--- config.mk ---
export PLATFORM = sky130hd
export DESIGN_NAME = bias_step_sweep
export DESIGN_NICKNAME = d
export VERILOG_FILES = /design/src/hdl/bss_pkg.sv /design/src/hdl/bss_front.sv /design/src/hdl/bss_queue.sv /design/src/hdl/bss_div.sv /design/src/hdl/bss_back.sv /design/src/hdl/bias_step_sweep.sv
export SDC_FILE = /design/constraint.sdc
export NUM_CORES = 1
export LEC_CHECK = 0
export BUFFER_PORTS_ARGS = -buffer_cell sky130_fd_sc_hd__buf_2
export CAP_MARGIN = 30
export CORE_AREA = 2 2 218 263
export DETAILED_ROUTE_END_ITERATION = 6
export DIE_AREA = 0 0 220 265
export GPL_ROUTABILITY_DRIVEN = 1
export GPL_TIMING_DRIVEN = 0
export MAX_ROUTING_LAYER = met4
export REMOVE_ABC_BUFFERS = 1
export SLEW_MARGIN = 20
export SYNTH_ARGS = -nofsm -noshare
export SYNTH_HDL_FRONTEND = slang
export SYNTH_SLANG_ARGS = --single-unit
--- constraint.sdc ---
create_clock -name clk -period 5.58 [get_ports clk]
set_clock_uncertainty 0.05 [all_clocks]
set_input_delay 0 -clock clk [delete_from_list [all_inputs] [get_ports clk]]
set_output_delay 0 -clock clk [all_outputs]
set_load 0.005 [all_outputs]
--- src/hdl/bss_pkg.sv ---
// Shared types, codes and constants for the staircase bias sweeper.
package bss_pkg;

	localparam int LEVEL_W   = 15;
	localparam int COUNT_W   = 16;
	localparam int MASK_W    = 5;
	localparam int CODE_W    = 3;
	localparam int KIND_W    = 2;
	localparam int CHAN_W    = 3;

	localparam int BSS_QUEUE_DEPTH = 2;

	localparam logic [LEVEL_W-1:0] LEVEL_MAX = 15'd32767;
	localparam logic [LEVEL_W-1:0] LEVEL_MIN = 15'd1;

	// beat kinds on the input stream
	localparam logic [KIND_W-1:0] KIND_TICK   = 2'd0;
	localparam logic [KIND_W-1:0] KIND_ARM    = 2'd1;
	localparam logic [KIND_W-1:0] KIND_MANUAL = 2'd2;

	localparam logic [CHAN_W-1:0] CHAN_LAST = 3'd4;
	localparam logic [CODE_W-1:0] ARRAY_ALL = 3'd3;

	// register indexes (byte address / 4)
	localparam logic [2:0] REG_SWEEP_START = 3'd0;
	localparam logic [2:0] REG_SWEEP_END   = 3'd1;
	localparam logic [2:0] REG_STEP_COUNT  = 3'd2;
	localparam logic [2:0] REG_DWELL_TICKS = 3'd3;
	localparam logic [2:0] REG_PULSE_TICKS = 3'd4;
	localparam logic [2:0] REG_ARRAY_CODE  = 3'd5;

	typedef enum logic [1:0] {
		OP_TICK,
		OP_ARM,
		OP_MANUAL
	} cmd_op_t;

	typedef struct packed {
		cmd_op_t             op;
		logic [MASK_W-1:0]   man_mask;
		logic [LEVEL_W-1:0]  level;
	} cmd_t;

	typedef struct packed {
		logic [LEVEL_W-1:0] sweep_start;
		logic [LEVEL_W-1:0] sweep_end;
		logic [COUNT_W-1:0] step_count;
		logic [COUNT_W-1:0] dwell_ticks;
		logic [COUNT_W-1:0] pulse_ticks;
		logic [CODE_W-1:0]  array_code;
	} cfg_t;

	typedef struct packed {
		logic               write_valid;
		logic [MASK_W-1:0]  channel_mask;
		logic [LEVEL_W-1:0] bias_level;
		logic               sweep_active;
		logic               cal_request;
		logic [COUNT_W-1:0] cal_length;
	} result_t;

	typedef enum logic {
		BK_EXEC,
		BK_DIV
	} bk_state_t;

endpackage

--- src/hdl/bss_front.sv ---
// Front end: takes input beats and classifies them into queue commands.
module bss_front
	import bss_pkg::*;
(
	input  logic                s_axis_tvalid,
	output logic                s_axis_tready,
	input  logic [23:0]         s_axis_tdata,   // [2:0] channel, [17:3] level, [23:18] zero
	input  logic [KIND_W-1:0]   s_axis_tuser,   // [1:0] kind
	input  logic                q_full,
	output logic                push,
	output cmd_t                push_cmd
);

	logic [CHAN_W-1:0]  chan;
	logic [LEVEL_W-1:0] lvl;

	assign chan = s_axis_tdata[CHAN_W-1:0];
	assign lvl  = s_axis_tdata[CHAN_W +: LEVEL_W];

	assign s_axis_tready = !q_full;
	assign push          = s_axis_tvalid && !q_full;

	always_comb begin
		push_cmd = '0;
		unique case (s_axis_tuser)
			KIND_ARM:    push_cmd.op = OP_ARM;
			KIND_MANUAL: push_cmd.op = OP_MANUAL;
			default:     push_cmd.op = OP_TICK;   // kind three runs as a tick
		endcase
		// manual writes beyond the last channel write nothing
		if (chan <= CHAN_LAST) begin
			push_cmd.man_mask = MASK_W'(1) << chan;
		end
		push_cmd.level = lvl;
	end

endmodule

--- src/hdl/bss_queue.sv ---
// Command queue between front and back end.
module bss_queue
	import bss_pkg::*;
#(
	parameter int DEPTH = BSS_QUEUE_DEPTH
) (
	input  logic                       clk,
	input  logic                       arst_n,
	input  logic                       push,
	input  cmd_t                       push_cmd,
	output logic                       full,
	input  logic                       pop,
	output logic                       head_valid,
	output cmd_t                       head_cmd,
	output logic [$clog2(DEPTH+1)-1:0] count
);

	localparam int PTR_W = (DEPTH > 1) ? $clog2(DEPTH) : 1;
	localparam int CNT_W = $clog2(DEPTH + 1);

	cmd_t             mem_q [DEPTH];
	logic [PTR_W-1:0] wr_ptr_q;
	logic [PTR_W-1:0] rd_ptr_q;
	logic [CNT_W-1:0] cnt_q;

	assign full       = (cnt_q == CNT_W'(DEPTH));
	assign head_valid = (cnt_q != '0);
	assign head_cmd   = mem_q[rd_ptr_q];
	assign count      = cnt_q;

	always_ff @(posedge clk) begin
		if (push) begin
			mem_q[wr_ptr_q] <= push_cmd;
		end
	end

	always_ff @(posedge clk or negedge arst_n) begin
		if (!arst_n) begin
			wr_ptr_q <= '0;
			rd_ptr_q <= '0;
			cnt_q    <= '0;
		end else begin
			if (push) begin
				wr_ptr_q <= (wr_ptr_q == PTR_W'(DEPTH - 1)) ? '0 : wr_ptr_q + 1'b1;
			end
			if (pop) begin
				rd_ptr_q <= (rd_ptr_q == PTR_W'(DEPTH - 1)) ? '0 : rd_ptr_q + 1'b1;
			end
			unique case ({push, pop})
				2'b10:   cnt_q <= cnt_q + 1'b1;
				2'b01:   cnt_q <= cnt_q - 1'b1;
				default: cnt_q <= cnt_q;
			endcase
		end
	end

endmodule

--- src/hdl/bss_div.sv ---
// Restoring divider, one quotient bit per cycle, for the step size.
module bss_div
	import bss_pkg::*;
(
	input  logic               clk,
	input  logic               arst_n,
	input  logic               start,
	input  logic [LEVEL_W-1:0] dividend,
	input  logic [COUNT_W-1:0] divisor,
	output logic               done,
	output logic [LEVEL_W-1:0] quotient
);

	localparam int CNT_W = $clog2(LEVEL_W);

	logic               busy_q;
	logic               done_q;
	logic [CNT_W-1:0]   cnt_q;
	logic [COUNT_W-1:0] rem_q;
	logic [LEVEL_W-1:0] quo_q;
	logic [COUNT_W:0]   trial;
	logic [COUNT_W:0]   diff;
	logic               ge;

	assign trial = {rem_q, quo_q[LEVEL_W-1]};
	assign ge    = (trial >= {1'b0, divisor});
	assign diff  = trial - {1'b0, divisor};

	assign done     = done_q;
	assign quotient = quo_q;

	always_ff @(posedge clk or negedge arst_n) begin
		if (!arst_n) begin
			busy_q <= 1'b0;
			done_q <= 1'b0;
			cnt_q  <= '0;
		end else begin
			done_q <= 1'b0;
			if (start) begin
				busy_q <= 1'b1;
				cnt_q  <= '0;
			end else if (busy_q) begin
				cnt_q <= cnt_q + 1'b1;
				if (cnt_q == CNT_W'(LEVEL_W - 1)) begin
					busy_q <= 1'b0;
					done_q <= 1'b1;
				end
			end
		end
	end

	always_ff @(posedge clk) begin
		if (start) begin
			rem_q <= '0;
			quo_q <= dividend;
		end else if (busy_q) begin
			rem_q <= ge ? diff[COUNT_W-1:0] : trial[COUNT_W-1:0];
			quo_q <= {quo_q[LEVEL_W-2:0], ge};
		end
	end

endmodule

--- src/hdl/bss_back.sv ---
// Back end: runs the sweep, latches the staircase and drives the result register.
module bss_back
	import bss_pkg::*;
(
	input  logic    clk,
	input  logic    arst_n,
	input  cfg_t    cfg,
	input  logic    head_valid,
	input  cmd_t    head_cmd,
	output logic    pop,
	output logic    out_valid,
	input  logic    out_ready,
	output result_t out_data
);

	bk_state_t state_q, state_d;

	logic               running_q;
	logic               first_q;
	logic signed [15:0] step_q;
	logic signed [16:0] end_q;
	logic [COUNT_W-1:0] dwell_q;
	logic [COUNT_W-1:0] off_q;
	logic [COUNT_W-1:0] pulse_q;
	logic [COUNT_W-1:0] phase_q;
	logic signed [17:0] level_q;

	logic    out_valid_q;
	result_t out_q;

	// control from the sequencer
	logic    out_free;
	logic    div_start;
	logic    load;
	logic    tick_run;
	result_t res;
	logic    running_d;
	logic    first_d;

	// divider and latch path
	logic               div_done;
	logic [LEVEL_W-1:0] div_quo;
	logic               neg;
	logic [LEVEL_W-1:0] mag;
	logic [COUNT_W-1:0] n_eff;
	logic [COUNT_W-1:0] dwell_eff;
	logic signed [15:0] step_w;
	logic signed [16:0] end_w;
	logic signed [18:0] off_w;
	logic [COUNT_W-1:0] off_l;

	// tick path
	logic signed [17:0] end_x;
	logic               stop;
	logic [LEVEL_W-1:0] bias_w;
	logic [COUNT_W:0]   phase_inc;
	logic               wrap;
	logic               code_ok;
	logic [MASK_W-1:0]  arr_mask;

	assign neg       = (cfg.sweep_end < cfg.sweep_start);
	assign mag       = neg ? (cfg.sweep_start - cfg.sweep_end) : (cfg.sweep_end - cfg.sweep_start);
	assign n_eff     = (cfg.step_count == '0) ? COUNT_W'(1) : cfg.step_count;
	assign dwell_eff = (cfg.dwell_ticks == '0) ? COUNT_W'(1) : cfg.dwell_ticks;

	bss_div u_div (
		.clk      (clk),
		.arst_n   (arst_n),
		.start    (div_start),
		.dividend (mag),
		.divisor  (n_eff),
		.done     (div_done),
		.quotient (div_quo)
	);

	always_comb begin
		if (div_quo == '0) begin
			step_w = neg ? -16'sd1 : 16'sd1;
		end else begin
			step_w = neg ? -signed'({1'b0, div_quo}) : signed'({1'b0, div_quo});
		end
		end_w = signed'({2'b00, cfg.sweep_end}) + 17'(step_w);
		off_w = signed'({3'b000, dwell_eff}) - signed'({1'b0, cfg.pulse_ticks, 2'b00});
		off_l = off_w[18] ? COUNT_W'(1) : off_w[COUNT_W-1:0];
	end

	assign code_ok  = (cfg.array_code <= ARRAY_ALL);
	assign arr_mask = (cfg.array_code == ARRAY_ALL) ? MASK_W'(3'b111)
	                                                : MASK_W'(1) << cfg.array_code[1:0];

	// one step of the staircase from the running level
	always_comb begin
		end_x  = 18'(end_q);
		stop   = 1'b0;
		bias_w = level_q[LEVEL_W-1:0];
		if (!step_q[15]) begin
			if (level_q >= end_x) stop = 1'b1;
			if (level_q > signed'({3'b000, LEVEL_MAX})) begin
				bias_w = LEVEL_MAX;
				stop   = 1'b1;
			end
		end else begin
			if (level_q <= end_x) stop = 1'b1;
			if (level_q < signed'({3'b000, LEVEL_MIN})) begin
				bias_w = LEVEL_MIN;
				stop   = 1'b1;
			end
		end
		phase_inc = {1'b0, phase_q} + 1'b1;
		wrap      = (phase_inc == {1'b0, dwell_q});
	end

	assign out_free = !out_valid_q || out_ready;

	// sequencer: next state, pop, result
	always_comb begin
		state_d   = state_q;
		pop       = 1'b0;
		div_start = 1'b0;
		load      = 1'b0;
		tick_run  = 1'b0;
		running_d = running_q;
		first_d   = first_q;
		res       = '0;
		unique case (state_q)
			BK_EXEC: begin
				if (head_valid && out_free) begin
					if (head_cmd.op == OP_TICK && running_q && code_ok && first_q) begin
						// step size needed first; the tick stays at the head
						div_start = 1'b1;
						state_d   = BK_DIV;
					end else begin
						pop  = 1'b1;
						load = 1'b1;
						unique case (head_cmd.op)
							OP_MANUAL: begin
								res.write_valid  = (head_cmd.man_mask != '0);
								res.channel_mask = head_cmd.man_mask;
								res.bias_level   = (head_cmd.man_mask != '0) ? head_cmd.level : '0;
								running_d        = 1'b0;
							end
							OP_ARM: begin
								if (!running_q && code_ok) begin
									running_d = 1'b1;
									first_d   = 1'b1;
								end
							end
							default: begin
								if (running_q && !code_ok) begin
									running_d = 1'b0;
								end else if (running_q) begin
									tick_run         = 1'b1;
									running_d        = !stop;
									res.write_valid  = 1'b1;
									res.channel_mask = arr_mask;
									res.bias_level   = bias_w;
									if (phase_q == off_q && pulse_q != '0) begin
										res.cal_request = 1'b1;
										res.cal_length  = pulse_q;
									end
								end
							end
						endcase
						res.sweep_active = running_d;
					end
				end
			end
			BK_DIV: begin
				if (div_done) begin
					first_d = 1'b0;
					state_d = BK_EXEC;
				end
			end
			default: state_d = BK_EXEC;
		endcase
	end

	always_ff @(posedge clk or negedge arst_n) begin
		if (!arst_n) begin
			state_q <= BK_EXEC;
		end else begin
			state_q <= state_d;
		end
	end

	always_ff @(posedge clk or negedge arst_n) begin
		if (!arst_n) begin
			running_q   <= 1'b0;
			first_q     <= 1'b0;
			step_q      <= 16'sd1;
			end_q       <= '0;
			dwell_q     <= COUNT_W'(1);
			off_q       <= '0;
			pulse_q     <= '0;
			phase_q     <= '0;
			level_q     <= '0;
			out_valid_q <= 1'b0;
		end else begin
			running_q <= running_d;
			first_q   <= first_d;
			if (state_q == BK_DIV && div_done) begin
				step_q  <= step_w;
				end_q   <= end_w;
				dwell_q <= dwell_eff;
				off_q   <= off_l;
				pulse_q <= cfg.pulse_ticks;
				phase_q <= '0;
				level_q <= signed'({3'b000, cfg.sweep_start});
			end else if (tick_run) begin
				if (wrap) begin
					phase_q <= '0;
					level_q <= level_q + 18'(step_q);
				end else begin
					phase_q <= phase_inc[COUNT_W-1:0];
				end
			end
			if (load) begin
				out_valid_q <= 1'b1;
			end else if (out_ready) begin
				out_valid_q <= 1'b0;
			end
		end
	end

	always_ff @(posedge clk) begin
		if (load) begin
			out_q <= res;
		end
	end

	assign out_valid = out_valid_q;
	assign out_data  = out_q;

endmodule

--- src/hdl/bias_step_sweep.sv ---
// Top level of the staircase bias sweeper: register file, front end, queue, back end.
//
// Channel  Dir  Beat / access           Contents
// s_axis   in   tvalid & tready         tuser kind, tdata channel and level
// m_axis   out  tvalid & tready         tuser write_valid, tdata mask, level, flags, pulse
// apb      in   psel&penable&pwrite     six sweep registers at byte address 4*index
//
// Flow: a beat enters the queue in the cycle it is offered if the queue has room;
//   the back end pops a command and loads its result register in the same cycle.
// The first tick of each sweep is held at the queue head: the step size comes from a
//   15-step serial divider that the back end waits on before the tick runs.
// Reset clears the sequencer, queue and result valid flag and sets the registers to their defaults.
// A stalled m_axis holds the result register; the queue keeps taking beats until full.
module bias_step_sweep
	import bss_pkg::*;
#(
	parameter int QUEUE_DEPTH = BSS_QUEUE_DEPTH
) (
	input  logic         clk,
	input  logic         arst_n,
	// input stream
	input  logic         s_axis_tvalid,
	output logic         s_axis_tready,
	input  logic [23:0]  s_axis_tdata,   // [2:0] channel, [17:3] level, [23:18] zero
	input  logic [1:0]   s_axis_tuser,   // [1:0] kind
	// result stream
	output logic         m_axis_tvalid,
	input  logic         m_axis_tready,
	output logic [39:0]  m_axis_tdata,   // [4:0] channel_mask, [19:5] bias_level,
	                                     // [20] sweep_active, [21] cal_request,
	                                     // [37:22] cal_length, [39:38] zero
	output logic [0:0]   m_axis_tuser,   // [0] write_valid
	// register port
	input  logic         psel,
	input  logic         penable,
	input  logic         pwrite,
	input  logic [4:0]   paddr,
	input  logic [31:0]  pwdata,
	output logic [31:0]  prdata,
	output logic         pready
);

	localparam int CNT_W = $clog2(QUEUE_DEPTH + 1);

	cfg_t             cfg_q;
	logic             cfg_wr;
	logic [2:0]       reg_idx;

	logic             push;
	cmd_t             push_cmd;
	logic             q_full;
	logic             pop;
	logic             head_valid;
	cmd_t             head_cmd;
	logic [CNT_W-1:0] q_count;
	result_t          res;

	// register file
	assign pready  = 1'b1;
	assign reg_idx = paddr[4:2];
	assign cfg_wr  = psel && penable && pwrite && pready;

	always_ff @(posedge clk or negedge arst_n) begin
		if (!arst_n) begin
			cfg_q.sweep_start <= '0;
			cfg_q.sweep_end   <= '0;
			cfg_q.step_count  <= COUNT_W'(1);
			cfg_q.dwell_ticks <= COUNT_W'(1);
			cfg_q.pulse_ticks <= '0;
			cfg_q.array_code  <= ARRAY_ALL;
		end else if (cfg_wr) begin
			unique case (reg_idx)
				REG_SWEEP_START: cfg_q.sweep_start <= pwdata[LEVEL_W-1:0];
				REG_SWEEP_END:   cfg_q.sweep_end   <= pwdata[LEVEL_W-1:0];
				REG_STEP_COUNT:  cfg_q.step_count  <= pwdata[COUNT_W-1:0];
				REG_DWELL_TICKS: cfg_q.dwell_ticks <= pwdata[COUNT_W-1:0];
				REG_PULSE_TICKS: cfg_q.pulse_ticks <= pwdata[COUNT_W-1:0];
				REG_ARRAY_CODE:  cfg_q.array_code  <= pwdata[CODE_W-1:0];
				default: ;     // unmapped addresses are ignored
			endcase
		end
	end

	always_comb begin
		prdata = '0;
		unique case (reg_idx)
			REG_SWEEP_START: prdata = 32'(cfg_q.sweep_start);
			REG_SWEEP_END:   prdata = 32'(cfg_q.sweep_end);
			REG_STEP_COUNT:  prdata = 32'(cfg_q.step_count);
			REG_DWELL_TICKS: prdata = 32'(cfg_q.dwell_ticks);
			REG_PULSE_TICKS: prdata = 32'(cfg_q.pulse_ticks);
			REG_ARRAY_CODE:  prdata = 32'(cfg_q.array_code);
			default:         prdata = '0;
		endcase
	end

	// front end classifies beats into commands
	bss_front u_front (
		.s_axis_tvalid (s_axis_tvalid),
		.s_axis_tready (s_axis_tready),
		.s_axis_tdata  (s_axis_tdata),
		.s_axis_tuser  (s_axis_tuser),
		.q_full        (q_full),
		.push          (push),
		.push_cmd      (push_cmd)
	);

	// decoupling queue
	bss_queue #(
		.DEPTH (QUEUE_DEPTH)
	) u_queue (
		.clk        (clk),
		.arst_n     (arst_n),
		.push       (push),
		.push_cmd   (push_cmd),
		.full       (q_full),
		.pop        (pop),
		.head_valid (head_valid),
		.head_cmd   (head_cmd),
		.count      (q_count)
	);

	// back end: sweep state, divider, result register
	bss_back u_back (
		.clk        (clk),
		.arst_n     (arst_n),
		.cfg        (cfg_q),
		.head_valid (head_valid),
		.head_cmd   (head_cmd),
		.pop        (pop),
		.out_valid  (m_axis_tvalid),
		.out_ready  (m_axis_tready),
		.out_data   (res)
	);

	assign m_axis_tuser = res.write_valid;
	assign m_axis_tdata = {2'b00, res.cal_length, res.cal_request, res.sweep_active,
	                       res.bias_level, res.channel_mask};

	// a written level always names at least one channel, and no channel otherwise
	a_mask_vs_write: assert property (@(posedge clk) disable iff (!arst_n)
		m_axis_tvalid |-> (m_axis_tuser[0] == (m_axis_tdata[4:0] != 5'd0)))
		else $error("channel mask disagrees with write_valid");

	// no pulse length without a pulse request
	a_cal_len_zero: assert property (@(posedge clk) disable iff (!arst_n)
		(m_axis_tvalid && !m_axis_tdata[21]) |-> (m_axis_tdata[37:22] == 16'd0))
		else $error("cal_length set without cal_request");

	// queue fill never exceeds its depth
	a_queue_bound: assert property (@(posedge clk) disable iff (!arst_n)
		q_count <= CNT_W'(QUEUE_DEPTH))
		else $error("command queue overfilled");

	// an accepted beat with no pop grows the queue by one
	a_queue_push: assert property (@(posedge clk) disable iff (!arst_n)
		(s_axis_tvalid && s_axis_tready && !pop) |=> (q_count == $past(q_count) + 1'b1))
		else $error("accepted beat lost from queue");

endmodule
==> results.toml, run 1 <==
[outcome]
outcome = "completed"

[detailed_routing]
vias = 15505
drc = 0
number_of_nets_still_failing_antenna_checks_after_routing = 0
drt_pre_antenna_iters = 5
totalWireLength_um = 55700
avgViaCountPerCell = 5.308
first_iter_violations = 1099
avgRoutedWirePerCell_um = 19.07

[sta]
holdWs_ps = 120.5
finalWorstPathRequiredPeriod_ps = 5399
fin_setup_tns_ps = 0
slew_headroom_pct = 34.55
worst_slack_ps = 180.9
timing_max_transition_violations_final = 0
timing_hold_violations_final = 0
grt_setup_unrepaired = "false"
fmaxAchievable_ghz = 0.1852
post-route-period-util_pct = 96.76
setup_viol_count_final = 0
tightest_slew_ps = 978.1

[global_route]
gr-usage-all-layers_pct = 19.74
grt_max_degree = 96
gr-total-overflow = 0
first_pass_grt_wire_length_um = 87640
antenna_found_initial = 2
grt_pass1_vias = 15207

[worst_setup_path]
worstPathArrival_ps = 5730
worstReg2RegStart = "u_back.u_div.quotient[3]"
critPathRequiredTime_ps = 5910
worst_r2r_path_depth = 16
path_max_fanout = 8
end_kind = "register"
r2r-end = "u_back.end_q[14]"
setup.reg_to_reg.worst_slack_ps = 180
cp-start-kind = "register"
timing_worst_setup_path_type = "register to register"

[floorplan]
num_io_pins = 146
die_height_um = 265
design.die.area_um2 = 58300
core-area_um2 = 55630
horizontal_die_dimension_um = 220
initial_utilization_pct = 34.77
placement_rows = 95

[clocking]
cts_tree = "done"
root_buffer = "sky130_fd_sc_hd__clkbuf_16"
worstSkewPairLatency_ps = 540
cts-root-to-sink-buffers = 3
clk_sink_count = 324
cts_max_level = 2
cts.clk_slew.worst_paths_ps = 60
numCtsBuffers = 37

[finish]
finalCoreUtilization_pct = 40.23
area_growth_syn_to_layout_pct = 15.72
finalNetCount = 2358
layout.filler_cells = 5487
leading_cell_type_in_the_layout_fill_and_taps_excluded = "sky130_fd_sc_hd__nand2_1"
drive_gt1_share_pct = 11.54
layout_common_cells = "sky130_fd_sc_hd__nand2_1, sky130_fd_sc_hd__o21ai_0, sky130_fd_sc_hd__dfrtp_1"

[place]
place.detailed.hpwl_um = 41990
last_weighted_congestion_value_of_the_routability_driven_placer = 0.9155
numPortBuffers = 102
preCtsSetupSlack_ps = -285.1

[synthesis]
ys.warnings.count = 0
synth_cell_types = 82
synth_top_flop_cell = "sky130_fd_sc_hd__dfrtp_1"
syn_inst = 2068
syn-mean-instance-area_um2 = 9.352
synth-seq-cells = 324
post_synth_instance_area_um2 = 19340
ys_async_sr_fraction_pct = 64.81
synth.yosys.seq_area_share_pct = 44.08
synth_enable_flop_cells = 98

[hold_path]
hold_path.class = "input pin to register"
min_path_cells = 5
worst_hold_path.endpoint = "cfg_q[37]"
hp-start = "penable"

[pwr]
power_mw = 10.77
cell_area_power_density_nw_per_um2 = 481.4
leakagePower_nw = 9.776
vdd_drop_max_mv = 0.2569

[run]
count_of_maximum_capacitance_violations = 0
-- sequential cells by signal, indices dropped and copies added, names as in the netlist, 2 cells and up --
register,count
u_back.level_q,18
u_back.phase_q,16
u_back.u_div.quotient,15
u_back.dwell_q,16
u_back.end_q,17
u_back.out_data,39
u_back.u_div.rem_q,16
u_back.step_q,16
u_back.u_div.cnt_q,4
u_back.pulse_q,16
u_queue.mem_q,44
cfg_q,81
u_back.off_q,16
u_queue.count,2
-- layout make-up --
type,instances,area [um2],area share [%]
diodes,2,5.005,0.02236
clock buffers,52,1044,4.663
clock inverters,14,236.5,1.057
inverters,118,442.9,1.979
multi-input cells,1515,9966,44.53
flip-flops and latches,324,8528,38.11
well taps,727,909.6,4.064
repair buffers,169,1249,5.579
-- kinds of logic (layout without fill, tap and decap cells) --
| group | count (synthesis) | after routing | share of synthesized area (%) |
|---|---|---|---|
| xor gates and xnor gates | 113 | 113 | 5.117 |
| DFF | 324 | 324 | 44.08 |
| and+or+nand+nor | 657 | 657 | 16.10 |
| AOI/OAI and AO/OA | 507 | 507 | 15.93 |
| other | 2 | 21 | 0.03883 |
| buffers and inverters | 246 | 353 | 5.266 |
| muxes | 96 | 96 | 5.279 |
| adders and majority gates | 123 | 123 | 8.190 |
-- per-stage QoR --
stage,instances,area [um2]
after floorplan,1957,18830
after global placement,2786,20250
after global routing,2921,22380
after CTS,2913,22320
after detailed placement,2804,20580
final,2921,22380
-- worst max-delay path by stage --
stage / from / end / cells after the start
6_report: u_back.u_div.quotient[3] / u_back.end_q[14] / 16
2_1_floorplan: u_back.u_div.quotient[3] / u_back.end_q[14] / 16
5_1_grt: cfg_q[61] / u_back.end_q[15] / 19
3_3_place_gp: cfg_q[61] / u_back.end_q[14] / 18
4_1_cts: cfg_q[61] / u_back.end_q[14] / 18
3_5_place_dp: cfg_q[59] / u_back.end_q[14] / 17
-- critical path, cell delays in order, from the launching register on --
cell	delay (ps)
sky130_fd_sc_hd__edfxtp_1	500
sky130_fd_sc_hd__or4_4	600
sky130_fd_sc_hd__or4_4	460
sky130_fd_sc_hd__or4b_4	560
sky130_fd_sc_hd__nand2b_4	220
sky130_fd_sc_hd__a21oi_1	210
sky130_fd_sc_hd__xor2_1	280
sky130_fd_sc_hd__ha_1	310
sky130_fd_sc_hd__nor2b_1	150
sky130_fd_sc_hd__o21a_1	200
sky130_fd_sc_hd__o21ai_1	200
sky130_fd_sc_hd__a2111oi_0	160
sky130_fd_sc_hd__or3_1	420
sky130_fd_sc_hd__or3_1	330
sky130_fd_sc_hd__a31o_2	260
sky130_fd_sc_hd__xnor2_1	240
sky130_fd_sc_hd__o21ai_0	110
-- metal layers --
layer / global-route usage [%] / wire length (um)
met1: 26.91 / 25670
met2: 30.79 / 25970
met3: 3.029 / 2925
met4: 4.716 / 1134
met5: - / 0
-- power breakdown --
part | total (mW) | internal [mW] | switching (mW)
combinational | 4.45 | 1.92 | 2.54
clock | 2.59 | 1.59 | 1.00
sequential | 3.73 | 3.15 | 0.580
total | 10.8 | 6.66 | 4.12
-- cells in the mapped netlist (28+ instances only) --
cell type	instances	area, um2
sky130_fd_sc_hd__nand2_1	293	1100
sky130_fd_sc_hd__o21ai_0	209	1046
sky130_fd_sc_hd__dfrtp_1	204	5105
sky130_fd_sc_hd__inv_1	118	442.9
sky130_fd_sc_hd__ha_1	117	1464
sky130_fd_sc_hd__nor2_1	108	405.4
sky130_fd_sc_hd__edfxtp_1	98	2943
sky130_fd_sc_hd__clkbuf_1	95	356.6
sky130_fd_sc_hd__a21oi_1	88	440.4
sky130_fd_sc_hd__xnor2_1	73	639.4
sky130_fd_sc_hd__mux2i_1	66	660.6
sky130_fd_sc_hd__nor3_1	42	210.2
sky130_fd_sc_hd__xor2_1	40	350.3
sky130_fd_sc_hd__nand3_1	29	145.1
sky130_fd_sc_hd__nor2b_1	29	181.4
sky130_fd_sc_hd__o22ai_1	29	181.4
sky130_fd_sc_hd__mux2_2	28	315.3
-- repair_timing --
| action | in CTS | in global routing |
|---|---|---|
| hold endpoints to repair | 333 | 0 |
| pin swaps | 0 | 2 |
| hold buffers | 43 | 0 |
| setup buffers | 0 | 6 |
| endpoints found under the setup margin | 3 | 4 |
| gates resized for setup | 3 | 3 |
Note: power is estimated with default switching activity, not from simulation.
==> run 2, diff against run 1 <==
--- a/config.mk
+++ b/config.mk
@@ -5,7 +5,7 @@
 export SDC_FILE = /design/constraint.sdc
 export NUM_CORES = 1
 export LEC_CHECK = 0
-export BUFFER_PORTS_ARGS = -buffer_cell sky130_fd_sc_hd__buf_2
+export BUFFER_PORTS_ARGS = -buffer_cell sky130_fd_sc_hd__buf_4
 export CAP_MARGIN = 30
 export CORE_AREA = 2 2 218 263
 export DETAILED_ROUTE_END_ITERATION = 6
==> results.toml, run 2 (synthesis gave the netlist of run 1 again) <==
[outcome]
outcome = "completed"

[sta]
timing_max_transition_violations_final = 0
tightest_slew_ps = 1052
slew_headroom_pct = 29.74
setup_viol_count_final = 0
worst_slack_ps = 204.0
post-route-period-util_pct = 96.34
grt_setup_unrepaired = "false"
fmaxAchievable_ghz = 0.1860
finalWorstPathRequiredPeriod_ps = 5376
timing_hold_violations_final = 0
holdWs_ps = 115.9

[pwr]
switching_share_pct = 37.63
share_seq_of_total_power_pct = 33.4
part_of_the_power_in_combinational_logic_pct = 40.9
power_mw = 11.18
leakagePower_nw = 9.956
cell_area_power_density_nw_per_um2 = 489.4
total_switching_power_mw = 4.208
clock_power_share_pct = 25.7
vdd_drop_max_mv = 0.2812
intPower_mw = 6.974

[worst_setup_path]
end_kind = "register"
path_max_fanout = 8
setup.reg_to_reg.worst_slack_ps = 200
cp-start-kind = "register"
highest_delay_cell_along_the_critical_path = "sky130_fd_sc_hd__or4_4"
critical_path.cell_chain = "or4_4, or4_4, or4b_4, nand2b_4, a21oi_1, xor2_1, ha_1, nor2b_1, o21a_1, o21ai_1, a2111oi_0, or3_1, or3_1, a31o_2, xnor2_1, o21ai_0"
critical-path-top-delay-family = "simple AND/OR/NAND/NOR gates"
critPathRequiredTime_ps = 5970
critPathBufInv = 0
worst_path_largest_cell_delay_ps = 600
worstPathArrival_ps = 5760
timing_worst_setup_path_type = "register to register"

[clocking]
clk_sink_count = 324
numCtsBuffers = 38
cts.clk_slew.worst_paths_ps = 70
root_buffer = "sky130_fd_sc_hd__clkbuf_16"
worstSkewPairLatency_ps = 570
cts-root-to-sink-buffers = 3
cts_tree = "done"
cts_max_level = 2

[detailed_routing]
first_iter_violations = 1164
vias = 15596
avgViaCountPerCell = 5.323
totalWireLength_um = 56320
number_of_nets_still_failing_antenna_checks_after_routing = 0
drt_pre_antenna_iters = 7
drc = 0
avgRoutedWirePerCell_um = 19.22

[finish]
layout.cell_area.non_filler_um2 = 22850
finalNetCount = 2364
top_register = "cfg_q"
number_of_flip_flops_in_the_largest_register = 81
layout_common_cells = "sky130_fd_sc_hd__nand2_1, sky130_fd_sc_hd__o21ai_0, sky130_fd_sc_hd__dfrtp_1"
leading_cell_type_in_the_layout_fill_and_taps_excluded = "sky130_fd_sc_hd__nand2_1"
area_growth_syn_to_layout_pct = 18.14
drive_gt1_share_pct = 12.14
finalCoreUtilization_pct = 41.07

[global_route]
first_pass_grt_wire_length_um = 86810
gr-total-overflow = 0
antenna_found_initial = 3
gr-usage-all-layers_pct = 19.86
grt_max_degree = 93
grt_pass1_vias = 15040

[place]
place.detailed.hpwl_um = 42120
last_weighted_congestion_value_of_the_routability_driven_placer = 0.9040
dpl_cell_area_um2 = 20830
preCtsSetupSlack_ps = -295.0
numPortBuffers = 102

[floorplan]
placement_rows = 95
design.die.area_um2 = 58300
initial_utilization_pct = 34.77
core-area_um2 = 55630
die_height_um = 265
num_io_pins = 146
horizontal_die_dimension_um = 220

[hold_path]
hold_path.class = "input pin to register"

[run]
count_of_maximum_capacitance_violations = 0
run 2: cell types whose count changed in the layout (fill, tap and decap cells not counted), sizes merged:
cell         delta
inv             +3
buf             +1
clkbuf          -6
diode           +1
clkinv          +2
dlygate4sd3     +4
bufinv          +4
run 2: path summary, 6_finish.rpt:
path / from / end / cells after the start
setup / recovery: u_back.u_div.quotient[3] / u_back.end_q[14] / 16
hold / removal: s_axis_tdata[11] / u_queue.mem_q[1][8] / 2
setup reg to reg: u_back.u_div.quotient[3] / u_back.end_q[14] / 16
hold reg to reg: u_back.step_q[5] / u_back.step_q[5] / 2
max in group asynchronous: arst_n / u_back.dwell_q[9] / 4
min in group asynchronous: arst_n / u_back.end_q[1] / 4
run 2: layer usage:
layer / GRT usage (%) / part of all wire (%)
met1: 26.23 / 45
met2: 30.21 / 45
met3: 3.373 / 6.2
met4: 7.999 / 3.8
met5: - / 0
run 2: repair_timing:
item	in CTS	in global routing
gates resized for setup	3	4
endpoints found under the hold margin	338	0
hold buffers	47	0
setup buffers	0	5
pin swaps	0	2
setup endpoints to repair	3	5
run 2: metrics by stage:
stage	std cells	TNS, ps
6_report	2930	0
5_1_grt	2930	0
4_1_cts	2921	0
3_5_place_dp	2805	-583.9
3_3_place_gp	2786	-7181
2_1_floorplan	1957	0
run 2: final cells by class:
type | instances | area (um2)
tap | 727 | 909.6
inverter | 118 | 442.9
fill | 5428 | 32780
sequential | 324 | 8528
antenna | 3 | 7.507
timing repair buffer | 174 | 1544
multi-input combinational | 1515 | 9975
clock buffer | 46 | 1052
clock inverter | 23 | 389.1
run 2: power by group through the flow:
stage	Combinational (mW)	Sequential, mW	Clock, mW
2_1_floorplan	3.16	3.56	0
3_3_place_gp	4.30	3.77	0
3_5_place_dp	4.46	3.78	0
4_1_cts	4.53	3.74	2.92
5_1_grt	5.11	3.80	3.01
6_report	4.57	3.74	2.88
run 2: worst register-to-register path, cell delays in order (launching register included):
cell and delay [ps]:
sky130_fd_sc_hd__edfxtp_1 470, sky130_fd_sc_hd__or4_4 600, sky130_fd_sc_hd__or4_4 460, sky130_fd_sc_hd__or4b_4 560, sky130_fd_sc_hd__nand2b_4 220, sky130_fd_sc_hd__a21oi_1 210
sky130_fd_sc_hd__xor2_1 280, sky130_fd_sc_hd__ha_1 310, sky130_fd_sc_hd__nor2b_1 160, sky130_fd_sc_hd__o21a_1 200, sky130_fd_sc_hd__o21ai_1 210, sky130_fd_sc_hd__a2111oi_0 170
sky130_fd_sc_hd__or3_1 420, sky130_fd_sc_hd__or3_1 320, sky130_fd_sc_hd__a31o_2 250, sky130_fd_sc_hd__xnor2_1 250, sky130_fd_sc_hd__o21ai_0 120
==> run 3, diff against run 2 <==
--- a/config.mk
+++ b/config.mk
@@ -5,11 +5,12 @@
 export SDC_FILE = /design/constraint.sdc
 export NUM_CORES = 1
 export LEC_CHECK = 0
+export ABC_AREA = 1
 export BUFFER_PORTS_ARGS = -buffer_cell sky130_fd_sc_hd__buf_4
 export CAP_MARGIN = 30
-export CORE_AREA = 2 2 218 263
+export CORE_AREA = 2 2 221 267
 export DETAILED_ROUTE_END_ITERATION = 6
-export DIE_AREA = 0 0 220 265
+export DIE_AREA = 0 0 223 269
 export GPL_ROUTABILITY_DRIVEN = 1
 export GPL_TIMING_DRIVEN = 0
 export MAX_ROUTING_LAYER = met4
==> constraint.sdc (replaced) <==
create_clock -name clk -period 5.7 [get_ports clk]
set_clock_uncertainty 0.05 [all_clocks]
set_input_delay 0 -clock clk [delete_from_list [all_inputs] [get_ports clk]]
set_output_delay 0 -clock clk [all_outputs]
set_load 0.005 [all_outputs]
==> results.toml, run 3 <==
[outcome]
outcome = "completed"

[run]
count_of_maximum_capacitance_violations = 0

[sta]
timing_hold_violations_final = 0
setup_viol_count_final = 0
finalWorstPathRequiredPeriod_ps = 5250
grt_setup_unrepaired = "false"
slew_headroom_pct = 39.59
timing_max_transition_violations_final = 0
post-route-period-util_pct = 92.10
fmaxAchievable_ghz = 0.1905
tightest_slew_ps = 905.2
holdWs_ps = 69.15

[clocking]
numCtsBuffers = 35
cts.clk_slew.worst_paths_ps = 60
cts_max_level = 2
postCtsSetupBuffers = 0
worstSkewPairLatency_ps = 540
clk_sink_count = 324
root_buffer = "sky130_fd_sc_hd__clkbuf_16"
cts_tree = "done"
cts-root-to-sink-buffers = 3

[place]
last_weighted_congestion_value_of_the_routability_driven_placer = 0.9528
dpl_cell_area_um2 = 21380
place.detailed.hpwl_um = 46870
numPortBuffers = 102

[global_route]
grtUsageMet1_pct = 25.48
grt_max_degree = 98
first_pass_grt_wire_length_um = 96030
gr-total-overflow = 0
grt_pass1_vias = 17093
groute.layer.met2.usage_pct = 35.24
gr-usage-all-layers_pct = 21.01
grt-busiest-layer = "met2"
antenna_found_initial = 2
grt_use_met3_pct = 2.049

[finish]
area_growth_syn_to_layout_pct = 16.21
layout_common_cells = "sky130_fd_sc_hd__nand2_1, sky130_fd_sc_hd__inv_1, sky130_fd_sc_hd__o21ai_0"
layout.cell_area.non_filler_um2 = 23150
leading_cell_type_in_the_layout_fill_and_taps_excluded = "sky130_fd_sc_hd__nand2_1"
top_register = "cfg_q"
drive_gt1_share_pct = 8.493
layout.filler_cells = 5765
finalNetCount = 2827
number_of_flip_flops_in_the_largest_register = 81
multi_input_comb_area_um2 = 9759
final-seq-area_um2 = 8527

[detailed_routing]
avgViaCountPerCell = 5.122
first_iter_violations = 1103
vias = 17447
totalWireLength_um = 61460
drt_pre_antenna_iters = 5
avgRoutedWirePerCell_um = 18.04
drc = 0
number_of_nets_still_failing_antenna_checks_after_routing = 0

[floorplan]
die_height_um = 269
design.die.area_um2 = 59990
num_io_pins = 146
horizontal_die_dimension_um = 223
core-area_um2 = 57650
initial_utilization_pct = 34.55
placement_rows = 97

[worst_setup_path]
worst_path_largest_cell_delay_ps = 500
crit_cells = 23
setup.reg_to_reg.worst_slack_ps = 450
critPathRequiredTime_ps = 6060
critical-path-top-delay-family = "compound AO/OA/AOI/OAI gates"
worstReg2RegStart = "cfg_q[53]"
r2r-end = "u_back.end_q[10]"
worstPathArrival_ps = 5610
highest_delay_cell_along_the_critical_path = "sky130_fd_sc_hd__dfrtp_1"
worst_r2r_path_depth = 23
critical_path.cell_chain = "inv_1, ha_1, a21oi_1, o21ai_1, a21oi_1, o21ai_1, nand2_1, nand2_2, inv_4, nand2_1, xor2_1, ha_1, nor2_1, a21oi_1, a21boi_0, o21ai_0, nand2_1, nand2_1, nand2_1, nand2_1, nand2_1, nand3_1, o21ai_0"
cp-start-kind = "register"
end_kind = "register"
path_max_fanout = 26
critical-path-top-cell-by-count = "sky130_fd_sc_hd__nand2_1"
critPathBufInv = 2
timing_worst_setup_path_type = "register to register"

[synthesis]
synth_enable_flop_cells = 98
post_synth_most_frequent_cells = "sky130_fd_sc_hd__nand2_1, sky130_fd_sc_hd__inv_1, sky130_fd_sc_hd__o21ai_0"
syn-mean-instance-area_um2 = 7.877
syn_inst = 2529
synthTopCellsByArea = "sky130_fd_sc_hd__dfrtp_1, sky130_fd_sc_hd__edfxtp_1, sky130_fd_sc_hd__nand2_1, sky130_fd_sc_hd__ha_1, sky130_fd_sc_hd__inv_1"
synth.yosys.seq_area_share_pct = 42.80
synth_largest_type_area_fraction_pct = 25.63
synth_top_flop_cell = "sky130_fd_sc_hd__dfrtp_1"
synth-seq-cells = 324
ys.warnings.count = 0
most_area_hungry_cell_type_in_the_yosys_netlist = "sky130_fd_sc_hd__dfrtp_1"
synth_cell_types = 57
post_synth_instance_area_um2 = 19920
yosysMostFrequentCell = "sky130_fd_sc_hd__nand2_1"
ys_async_sr_fraction_pct = 64.81

[pwr]
leakagePower_nw = 11.06
vdd_drop_max_mv = 0.2036
cell_area_power_density_nw_per_um2 = 458.1

[hold_path]
worst_hold_path.endpoint = "cfg_q[1]"
min_path_cells = 5
hold_path.class = "input pin to register"
hp-start = "paddr[2]"
==> run 3: cell count changes in the layout (fill, tap and decap cells not counted), moves of 43 or more <==
cell and delta:
sky130_fd_sc_hd__inv_1 +194, sky130_fd_sc_hd__mux2i_1 -49, sky130_fd_sc_hd__nand2_1 +354, sky130_fd_sc_hd__nand3_1 +106, sky130_fd_sc_hd__nor2_1 +67, sky130_fd_sc_hd__xnor2_1 -43
==> run 3: worst max path at each step <==
stage                               from                end  slack, ps
final                          cfg_q[53]   u_back.end_q[10]        450
after CTS                      cfg_q[53]   u_back.end_q[10]        340
after floorplan           u_back.state_q  u_back.level_q[0]         -8
after global placement    u_back.state_q  u_back.level_q[9]      -3260
after global routing           cfg_q[53]   u_back.end_q[10]         40
after detailed placement       cfg_q[53]   u_back.end_q[10]        370
==> run 3: logic make-up (layout without fill, tap and decap cells) <==
group / count (synthesis) / in the layout / share of synthesized area [%]
and+or+nand+nor: 1090 / 1090 / 23.25
muxes: 17 / 17 / 0.8542
xor gates and xnor gates: 72 / 72 / 3.166
adders and majority gates: 123 / 123 / 7.952
DFF: 324 / 324 / 42.80
other: 2 / 22 / 0.03770
buffers and inverters: 435 / 550 / 8.762
AOI/OAI and AO/OA: 466 / 466 / 13.18
==> run 3: worst min-delay path, cell delays in order <==
cell                      delay [ps]
sky130_fd_sc_hd__buf_4           130
sky130_fd_sc_hd__nand3_1         180
sky130_fd_sc_hd__nor2_1          180
sky130_fd_sc_hd__nand2_1          90
sky130_fd_sc_hd__o21ai_0          70
==> run 3: final cells by class <==
type / count / share of cell area [%]
inverter: 320 / 5.205
antenna: 3 / 0.03243
sequential: 324 / 36.83
tap: 742 / 4.010
clock inverter: 15 / 0.8486
timing repair buffer: 166 / 6.545
clock buffer: 49 / 4.367
multi-input combinational: 1787 / 42.16
==> run 3: stage by stage <==
step	total power, mW	TNS, ps	setup slack [ps]	util (%)	instances
after floorplan	6.542	-140.8	-7.824	-	2431
after global placement	8.003	-200680	-3265	36.66	3275
after detailed placement	8.154	0	366.2	37.09	3286
after CTS	10.63	0	340.5	39.96	3393
after global routing	11.40	0	42.13	40.15	3405
final	10.60	0	450.1	40.16	3406
==> run 3: repair_timing <==
action / 4_1_cts / 5_1_grt
hold endpoints to repair: 269 / 2
setup endpoints to repair: 0 / 4
resized for setup: 0 / 2
hold buffers: 43 / 5
==> run 3: layer usage <==
| layer | wire length (um) | vias to the layer above | part of all wire, % |
|---|---|---|---|
| li1 | - | 8589 | - |
| met1 | 26320 | 8239 | 43 |
| met2 | 29300 | 468 | 48 |
| met3 | 2592 | 151 | 4.2 |
| met4 | 3246 | 0 | 5.3 |
| met5 | 0 | - | 0 |
==> run 3: power by group <==
group	switching (mW)	internal, mW	total [mW]
Combinational	2.93	1.78	4.70
Sequential	0.479	3.00	3.48
Clock	0.992	1.43	2.42
Total	4.40	6.21	10.6
